$ cat src/hw/rtl/fctc_pkg.sv
// ----------------------------------------------------------------------------
// fctc_pkg - shared definitions for the fractional clock tick converter
// Field widths, register indexes and reset values of the rate registers.
// ----------------------------------------------------------------------------
`default_nettype none

package fctc_pkg;

  // Field and datapath widths
  localparam int unsigned TicksW  = 16;
  localparam int unsigned RegW    = 24;
  localparam int unsigned ProdW   = 2 * RegW;
  localparam int unsigned OutW    = 64;
  localparam int unsigned CfgIdxW = 3;

  // Iteration counts of the shared adder
  localparam int unsigned MulSteps = TicksW;
  localparam int unsigned DivSteps = OutW;
  localparam int unsigned CntW     = $clog2(DivSteps);

  // Rate register indexes
  localparam logic [CfgIdxW-1:0] RegInClockNum  = 3'd0;
  localparam logic [CfgIdxW-1:0] RegInClockDen  = 3'd1;
  localparam logic [CfgIdxW-1:0] RegOutClockNum = 3'd2;
  localparam logic [CfgIdxW-1:0] RegOutClockDen = 3'd3;

  // Reset value of every rate register
  localparam logic [RegW-1:0] RegReset = 24'd1;

endpackage : fctc_pkg

`default_nettype wire

$ cat src/hw/rtl/fractional_clock_tick_converter.sv
// ----------------------------------------------------------------------------
// fractional_clock_tick_converter - input clock ticks to output clock ticks
// Forms N = in_den*out_num and D = in_num*out_den, then returns
// floor((N*ticks + rem)/D) and keeps the leftover as the new remainder.
// ----------------------------------------------------------------------------
//  channel   | direction | handshake                     | payload
//  ----------+-----------+-------------------------------+---------------------
//  s_axis    | in        | s_axis_tvalid / s_axis_tready | in_ticks  (16 bits)
//  m_axis    | out       | m_axis_tvalid / m_axis_tready | out_ticks (64 bits)
//  cfg       | in        | cfg_we_i                      | index 3b, data 24b
//
//  From acceptance, a transaction forms the two 24x24 rate products in a shared
//  multiplier, then runs 16 shift-add steps and 64 restoring division steps
//  through one shared 65-bit adder, then an output state. A zero divisor skips
//  the steps and returns zero. Reset sets the rates to 1 and clears the
//  remainder; a rate write also clears the remainder. A result waits in the
//  output register; the next transaction is taken meanwhile and holds in its
//  last step until the register is free.
// ----------------------------------------------------------------------------
`default_nettype none

module fractional_clock_tick_converter (
  input  wire logic                                clk_i,
  input  wire logic                                rst_ni,
  // Input stream
  input  wire logic                                s_axis_tvalid,
  output logic                                     s_axis_tready,
  input  wire logic [fctc_pkg::TicksW-1:0]         s_axis_tdata,   // [15:0] in_ticks
  // Output stream
  output logic                                     m_axis_tvalid,
  input  wire logic                                m_axis_tready,
  output logic [fctc_pkg::OutW-1:0]                m_axis_tdata,   // [63:0] out_ticks
  // Configuration write port
  input  wire logic                                cfg_we_i,
  input  wire logic [fctc_pkg::CfgIdxW-1:0]        cfg_idx_i,
  input  wire logic [fctc_pkg::RegW-1:0]           cfg_data_i
);

  localparam int unsigned OutW   = fctc_pkg::OutW;
  localparam int unsigned ProdW  = fctc_pkg::ProdW;
  localparam int unsigned RegW   = fctc_pkg::RegW;
  localparam int unsigned TicksW = fctc_pkg::TicksW;
  localparam int unsigned CntW   = fctc_pkg::CntW;

  localparam logic [CntW-1:0] MulLast = CntW'(fctc_pkg::MulSteps - 1);
  localparam logic [CntW-1:0] DivLast = CntW'(fctc_pkg::DivSteps - 1);

  // Sequencer states
  localparam logic [2:0] StIdle = 3'd0;
  localparam logic [2:0] StMulN = 3'd1;
  localparam logic [2:0] StMulD = 3'd2;
  localparam logic [2:0] StMult = 3'd3;
  localparam logic [2:0] StDiv  = 3'd4;
  localparam logic [2:0] StOut  = 3'd5;

  logic [2:0]        state_q, state_d;
  logic [CntW-1:0]   cnt_q, cnt_d;

  logic [RegW-1:0]   in_num_q, in_den_q, out_num_q, out_den_q;
  logic [ProdW-1:0]  rem_q;

  logic [ProdW-1:0]  n_q, d_q;
  logic [OutW-1:0]   acc_q;
  logic [OutW-1:0]   mcand_q;
  logic [TicksW-1:0] tk_q;
  logic [ProdW-1:0]  pr_q;

  logic [OutW-1:0]   res_q;
  logic              out_valid_q, out_valid_d;

  logic [RegW-1:0]   mul_a, mul_b;
  logic [ProdW-1:0]  mul_p;

  logic [OutW-1:0]   add_a, add_b;
  logic              add_cin;
  logic [OutW:0]     add_sum;

  logic [ProdW:0]    div_shift;
  logic              div_ge;
  logic [ProdW-1:0]  div_rem;
  logic              out_free;

  // Shared rate multiplier: N in one state, D in the next
  always_comb begin
    if (state_q == StMulN) begin
      mul_a = in_den_q;
      mul_b = out_num_q;
    end else begin
      mul_a = in_num_q;
      mul_b = out_den_q;
    end
  end
  assign mul_p = mul_a * mul_b;

  // Shared adder: add the multiplicand or subtract the divisor
  assign div_shift = {pr_q, acc_q[OutW-1]};

  always_comb begin
    if (state_q == StDiv) begin
      add_a   = OutW'(div_shift);
      add_b   = ~OutW'(d_q);
      add_cin = 1'b1;
    end else begin
      add_a   = acc_q;
      add_b   = mcand_q;
      add_cin = 1'b0;
    end
  end
  assign add_sum = {1'b0, add_a} + {1'b0, add_b} + {{OutW{1'b0}}, add_cin};

  // Carry out means the shifted partial remainder reached the divisor
  assign div_ge  = add_sum[OutW];
  assign div_rem = div_ge ? add_sum[ProdW-1:0] : div_shift[ProdW-1:0];

  assign out_free      = !out_valid_q || m_axis_tready;
  assign s_axis_tready = (state_q == StIdle);

  // Advance the sequencer
  always_comb begin
    state_d = state_q;
    cnt_d   = cnt_q;
    unique case (state_q)
      StIdle: begin
        if (s_axis_tvalid) state_d = StMulN;
      end
      StMulN: state_d = StMulD;
      StMulD: begin
        cnt_d = '0;
        if (in_num_q == '0 || out_den_q == '0) state_d = StOut;
        else                                   state_d = StMult;
      end
      StMult: begin
        cnt_d = cnt_q + 1'b1;
        if (cnt_q == MulLast) begin
          cnt_d   = '0;
          state_d = StDiv;
        end
      end
      StDiv: begin
        cnt_d = cnt_q + 1'b1;
        if (cnt_q == DivLast) state_d = StOut;
      end
      StOut: begin
        if (out_free) state_d = StIdle;
      end
      default: state_d = StIdle;
    endcase
  end

  always_ff @(posedge clk_i or negedge rst_ni) begin
    if (!rst_ni) begin
      state_q <= StIdle;
      cnt_q   <= '0;
    end else begin
      state_q <= state_d;
      cnt_q   <= cnt_d;
    end
  end

  // Rate registers and remainder; a rate write drops the remainder
  always_ff @(posedge clk_i or negedge rst_ni) begin
    if (!rst_ni) begin
      in_num_q  <= fctc_pkg::RegReset;
      in_den_q  <= fctc_pkg::RegReset;
      out_num_q <= fctc_pkg::RegReset;
      out_den_q <= fctc_pkg::RegReset;
      rem_q     <= '0;
    end else begin
      if (cfg_we_i) begin
        unique case (cfg_idx_i)
          fctc_pkg::RegInClockNum: begin
            in_num_q <= cfg_data_i;
            rem_q    <= '0;
          end
          fctc_pkg::RegInClockDen: begin
            in_den_q <= cfg_data_i;
            rem_q    <= '0;
          end
          fctc_pkg::RegOutClockNum: begin
            out_num_q <= cfg_data_i;
            rem_q     <= '0;
          end
          fctc_pkg::RegOutClockDen: begin
            out_den_q <= cfg_data_i;
            rem_q     <= '0;
          end
          default: ;
        endcase
      end
      if (state_q == StDiv && cnt_q == DivLast) rem_q <= div_rem;
    end
  end

  // Datapath registers
  always_ff @(posedge clk_i) begin
    unique case (state_q)
      StIdle: begin
        if (s_axis_tvalid) tk_q <= s_axis_tdata;
      end
      StMulN: n_q <= mul_p;
      StMulD: begin
        d_q     <= mul_p;
        mcand_q <= OutW'(n_q);
        if (in_num_q == '0 || out_den_q == '0) acc_q <= '0;
        else                                   acc_q <= OutW'(rem_q);
      end
      StMult: begin
        if (tk_q[0]) acc_q <= add_sum[OutW-1:0];
        mcand_q <= {mcand_q[OutW-2:0], 1'b0};
        tk_q    <= {1'b0, tk_q[TicksW-1:1]};
        pr_q    <= '0;
      end
      StDiv: begin
        pr_q  <= div_rem;
        acc_q <= {acc_q[OutW-2:0], div_ge};
      end
      StOut: begin
        if (out_free) res_q <= acc_q;
      end
      default: ;
    endcase
  end

  // Hold the result until the output transaction completes
  always_comb begin
    out_valid_d = out_valid_q;
    if (out_valid_q && m_axis_tready) out_valid_d = 1'b0;
    if (state_q == StOut && out_free) out_valid_d = 1'b1;
  end

  always_ff @(posedge clk_i or negedge rst_ni) begin
    if (!rst_ni) begin
      out_valid_q <= 1'b0;
    end else begin
      out_valid_q <= out_valid_d;
    end
  end

  assign m_axis_tvalid = out_valid_q;
  assign m_axis_tdata  = res_q;

endmodule : fractional_clock_tick_converter

`default_nettype wire
$ cat config.mk
export PLATFORM = sky130hd
export DESIGN_NAME = fractional_clock_tick_converter
export DESIGN_NICKNAME = d
export VERILOG_FILES = /design/src/hw/rtl/fctc_pkg.sv /design/src/hw/rtl/fractional_clock_tick_converter.sv
export SDC_FILE = /design/constraint.sdc
export NUM_CORES = 2
export LEC_CHECK = 0
export BUFFER_PORTS_ARGS = -buffer_cell sky130_fd_sc_hd__buf_2
export CORE_MARGIN = 2
export CORE_UTILIZATION = 60
export CTS_BUF_LIST = sky130_fd_sc_hd__clkbuf_2 sky130_fd_sc_hd__clkbuf_4 sky130_fd_sc_hd__clkbuf_8
export DETAILED_ROUTE_END_ITERATION = 6
export PLACE_DENSITY = 0.85
export SYNTH_ARGS = -nofsm -noshare
export SYNTH_HDL_FRONTEND = slang
export SYNTH_SLANG_ARGS = --single-unit
$ cat constraint.sdc
create_clock -name clk_i -period 8.7 [get_ports clk_i]
set_clock_uncertainty 0.05 [all_clocks]
set_input_delay 1.74 -clock clk_i [delete_from_list [all_inputs] [get_ports clk_i]]
set_output_delay 1.74 -clock clk_i [all_outputs]
set_load 0.1 [all_outputs]
# After elaboration in Yosys (flattened, before gate mapping)
# Cells that the tools add are included.
word_totals:
  ff_bits: 506
op_classes:
  n_mux: 26
  eq_ne: 15
  n_reduce_logical: 27
  n_bitwise: 1
  n_mul: 1
  add_sub_neg: 3
op_table:
  columns: ["operator", "count"]
  rows:
  - ["2-to-1 mux 48 bit", 5]
  - ["2-to-1 mux 64 bit", 3]
  - ["one-hot mux 64 bit (3 select lines)", 1]
  - ["one-hot mux 64 bit (2 select lines)", 1]
  - ["one-hot mux 48 bit (2 select lines)", 1]
  - ["adder 64 x 64 -> 65 bit", 1]
  - ["adder 65 x 1 -> 65 bit", 1]
  - ["NOT 48 -> 64 bit", 1]
  - ["logical NOT 24 bit", 2]
  - ["multiplier 24 x 24 -> 48 bit", 1]
  - ["2-to-1 mux 24 bit", 2]
  - ["one-hot mux 16 bit (2 select lines)", 1]
  - ["one-hot mux 3 bit (6 select lines)", 1]
  - ["one-hot mux 6 bit (3 select lines)", 1]
  - ["2-to-1 mux 16 bit", 1]
  - ["AND reduction 2 bit", 8]
  - ["2-to-1 mux 3 bit", 5]
  - ["equality test 3 x 2 -> 1 bit, second input constant", 4]
  - ["nonzero test 2 bit", 6]
  - ["inequality test 2 bit, second input constant", 5]
  - ["adder 6 x 1 -> 6 bit, second input constant", 1]
  - ["equality test 3 x 1 -> 1 bit, second input constant", 2]
  - ["equality test 3 bit, second input constant", 2]
  - ["equality test 6 x 4 -> 1 bit, second input constant", 1]
  - ["10 further kinds", 16]

# Longest topological paths before layout
logic_depth:
  word_depth: 6
  depth_mapped: 33
  depth_no_buf: 29

# Worst setup path before layout
# OpenSTA, ideal clock, no wires.
synth_path:
  path_kind: "register -> register"
  startpoint: "register state_q[0]"
  endpoint: "register d_q[41] (data pin)"
  n_path_buf: 5
  path_stages_with_launch: 32
  path_slack_ps: -830
  required_time_ps: 8381
  setup_ps: 269
  arrival_ps: 9211
  cell_sequence: "dfrtp_1 > clkbuf_1 > nor3b_1 > clkbuf_1 > buf_1 > buf_1 > mux2_2 > nand2_1 > fa_1 > inv_1 > fa_1 > inv_1 > fa_1 > fa_1 > inv_1 > fa_1 > fa_1 > inv_1 > fa_1 > inv_1 > ha_1 > clkbuf_1 > a21o_1 > a21o_1 > a21o_1 > a21oi_1 > nor2_1 > nor4_1 > o22ai_1 > a21boi_0 > o21ai_0 > xor2_1"
synth_between:
  elab_chain_len: 3
synth_rtl:
  columns: ["element", "line_no", "source"]
  rows:
  - ["from (decl)", "fractional_clock_tick_converter.sv:56", "logic [2:0] state_q, state_d;"]
  - ["from (signal assigned)", "fractional_clock_tick_converter.sv:152", "state_q <= StIdle;"]
  - ["from (signal assigned)", "fractional_clock_tick_converter.sv:155", "state_q <= state_d;"]
  - ["equality test 3 x 1 -> 1 bit *", "fractional_clock_tick_converter.sv:85", "if (state_q == StMulN) begin"]
  - ["2-to-1 mux 24 bit", "fractional_clock_tick_converter.sv:85", null]
  - ["multiplier 24 x 24 -> 48 bit *", "fractional_clock_tick_converter.sv:93", "assign mul_p = mul_a * mul_b;"]
  - ["named net mul_p[41]", "fractional_clock_tick_converter.sv:72", "logic [ProdW-1:0] mul_p;"]
  - ["to (signal assigned)", "fractional_clock_tick_converter.sv:202", "d_q <= mul_p;"]
  - ["to (decl)", "fractional_clock_tick_converter.sv:62", "logic [ProdW-1:0] n_q, d_q;"]
# The timed path passes the listed nets; every way through them passes the cells marked *.
# A chain may end at the register's enable or synchronous reset.

# Worst setup path after layout
layout_path:
  startpoint: "register state_q[1]"
  endpoint: "register n_q[32] (data pin)"
layout_between:
  elab_chain_len: 3
layout_rtl:
  columns: ["element", "line_no", "source"]
  rows:
  - ["equality test 3 x 1 -> 1 bit *", "fractional_clock_tick_converter.sv:85", null]
  - ["2-to-1 mux 24 bit", "fractional_clock_tick_converter.sv:85", null]
  - ["multiplier 24 x 24 -> 48 bit *", "fractional_clock_tick_converter.sv:93", null]
  - ["named net mul_p[32]", "fractional_clock_tick_converter.sv:72", null]
  - ["to (signal assigned)", "fractional_clock_tick_converter.sv:200", "StMulN: n_q <= mul_p;"]
  - ["to (decl)", "fractional_clock_tick_converter.sv:62", null]
# Marks and branches as above.

==> metrics <==
clock tree buffer depth 3; WP buf/inv 7; FF-to-FF Start state_q[1]; Initial Util 60.3%; Die Area 0.0737 sq mm; hpwl dp 85800 um; WHS 430 ps; Setup TNS 0 ps; Hold-fix buffers, CTS 0; crit path max-delay cell type fa_1; max_slew headroom 16.2%; via count 32200; fin crit period 8450 ps; YS warnings 0; hold-critical path depth 0; Worst-Skew Late Latency 710 ps; HP Class register to register; CP max stage delay approximately 600 ps; Rows a little under 100; Fillers roughly 5300; Routed Antenna Nets 0; die width 272 um; IO Pins 114; register bit total from synthesis 506; Residual DRC 0; Core Region 0.0712 sq mm; synth unique cells 71; leading cell type in the layout, fill and taps excluded nand2_1; Starting DRT DRC Count 3413; Cells after Synth 4386; root buffer selected by CTS clkbuf_8; Hold Crit Start acc_q[13]; Final Max Slew Viols 0; worst reg2reg path depth 29; Hold Crit Endpoint m_axis_tdata[13]; Crit path top cell by count fa_1; Worst Path Arrival 8840 ps; Syn Area/Cell 9.79 sq um; Area growth syn-to-layout 9.00%; final worst path period share 97.1%; Critical Path RT 9090 ps; Post-Route WL ~110000 um; clock-pin slew on the worst setup and hold paths 60 ps; total global routing overflow 0; CTS tree yes; Worst-Margin Slew 1250 ps; Post-synth EDFFs about 350; Post-synth top flop edfxtp_1; commonest non-fill, non-tap cells in the layout nand2_1 (841), inv_1 (606), fa_1 (484); pin count of the biggest net entering global routing 112; first-pass GRT wire length ~180000 um; Avg Vias per Cell 5.87; drt wl/cell around 20 um; final net count 5253; vias in the first global route 33000; mapped cell area 0.0430 sq mm; RePlAce Congestion between 1 and 1.5; CTS Sinks 506; Worst Path Max Fanout 17; height of the die 272 um; Syn Nets 5156; total track usage 30.6%; outcome finished clean; CP Capture Type register; Async S/R FF share, synth 30.4%; Max Cap Violations 0; reg-to-reg endpoint n_q[32]; Hold Violations, Final 0; f_max between 100 and 150 MHz; Critical Path Start Type register; Worst R2R Setup Slack 250 ps; fraction of layout cells with a size suffix above 1 12.1%; TritonCTS Buffers 81; Crit Path Class register to register; DRT Pass-1 Iters 6; final setup fails 0; critical path's top delay family adder cells; initial antenna violation count 2; H-tree lvl count 3; IO Port Bufs roughly 110; post-synthesis sequential area ratio 33.6%
[state kept, by name (all words and copies together) (netlist names), 48 cells and up]
name	count
pr_q	48
d_q	48
n_q	48
acc_q	64
m_axis_tdata	64
mcand_q	64
rem_q	48
[routing by layer]
metal | vias up | share of wire (%) | track usage (%)
li1 | 14400 | - | -
met1 | 15800 | 39 | 39.3
met2 | 1747 | 47 | 50.8
met3 | 321 | 9.3 | 6.25
met4 | 0 | 4.5 | 13.2
met5 | - | 0 | 0
[layout make-up]
| type | instances | area (sq um) | share of cell area (%) |
|---|---|---|---|
| clock inverters | 27 | 292 | 0.623 |
| repair buffers | 226 | 1640 | 3.50 |
| clock buffers | 116 | 1430 | 3.06 |
| well taps | 950 | 1190 | 2.54 |
| inverters | 608 | 2290 | 4.88 |
| flip-flops and latches | 506 | 14400 | 30.8 |
| diodes | 1 | 2.50 | 0.00534 |
| multi-input cells | 3060 | 25600 | 54.6 |
[synthesized netlist by cell type, types with 5 or more instances]
master / n / area share, %
mux2i_1: 88 / 2.1
and2_1: 36 / 0.52
inv_1: 608 / 5.3
a22oi_1: 22 / 0.38
fa_1: 484 / 23
a21o_1: 54 / 0.94
buf_2: 5 / 0.058
buf_1: 12 / 0.10
clkbuf_1: 191 / 1.7
xor2_1: 42 / 0.86
nand2_1: 843 / 7.4
nand3_1: 24 / 0.28
nor2_1: 418 / 3.7
or2_2: 7 / 0.10
a21oi_1: 122 / 1.4
xnor2_1: 64 / 1.3
and3_1: 24 / 0.35
o21ai_0: 170 / 2.0
nor2b_1: 18 / 0.26
nand2b_1: 31 / 0.45
o21bai_1: 20 / 0.35
o21ai_1: 16 / 0.19
nand4_1: 26 / 0.38
nor3_1: 16 / 0.19
edfxtp_1: 352 / 25
o31ai_1: 6 / 0.10
mux2_2: 141 / 3.7
a222oi_1: 24 / 0.56
nor4_1: 20 / 0.29
ha_1: 238 / 6.9
a31oi_1: 19 / 0.28
o21a_1: 12 / 0.21
a21boi_0: 5 / 0.087
a211oi_1: 8 / 0.14
dfrtp_1: 150 / 8.7
[cell families (layout without fill, tap and decap cells)]
family	count (synthesis)	count (layout)	synth area share (%)
buffers and inverters	820	977	7.23
AO/OA/AOI/OAI	520	520	7.56
flip-flops	506	506	33.6
XOR/XNOR	106	106	2.16
multiplexers	230	230	5.78
adder cells (fa/ha/maj)	722	722	29.5
AND/OR/NAND/NOR	1482	1482	14.2
other	0	1	0
[worst max-delay path by stage]
| stage | slack, ps | to | cells after the start | from |
|---|---|---|---|---|
| after floorplan | 10 | d_q[41] | 31 | state_q[0] |
| after global placement | 290 | d_q[41] | 28 | state_q[1] |
| after detailed placement | 80 | d_q[32] | 28 | state_q[1] |
| after CTS | 90 | n_q[32] | 28 | state_q[1] |
| after global routing | -30 | n_q[32] | 29 | state_q[1] |
| final | 250 | n_q[32] | 29 | state_q[1] |
[per-stage QoR]
stage	setup WS, ps	cell area, sq um	utilization [%]	instances
after floorplan	12.8	43000	-	4386
after global placement	285	45000	63.2	5348
after global routing	-26.4	46800	65.7	5494
after detailed placement	83.9	45000	63.2	5348
final	254	46800	65.7	5494
after CTS	86.7	46700	65.6	5491
[worst reg2reg max path: cells and delay by family, from the launching register on]
kind                     cells  cell delay (ps)
flip-flops                   1              470
AND/OR/NAND/NOR              3              560
buffers and inverters        7             1010
AO/OA/AOI/OAI                9             1700
adder cells (fa/ha/maj)      8             3930
XOR/XNOR                     1              110
multiplexers                 1              370
[what timing repair did]
item                                    CTS  global route
gates resized for setup                   0            14
buffers inserted                          0             1
endpoints found under the setup margin    0            18
Power is left out: the tool's default activity adds up to more than one toggle a clock period on the data nets, which glitch-free logic cannot reach.
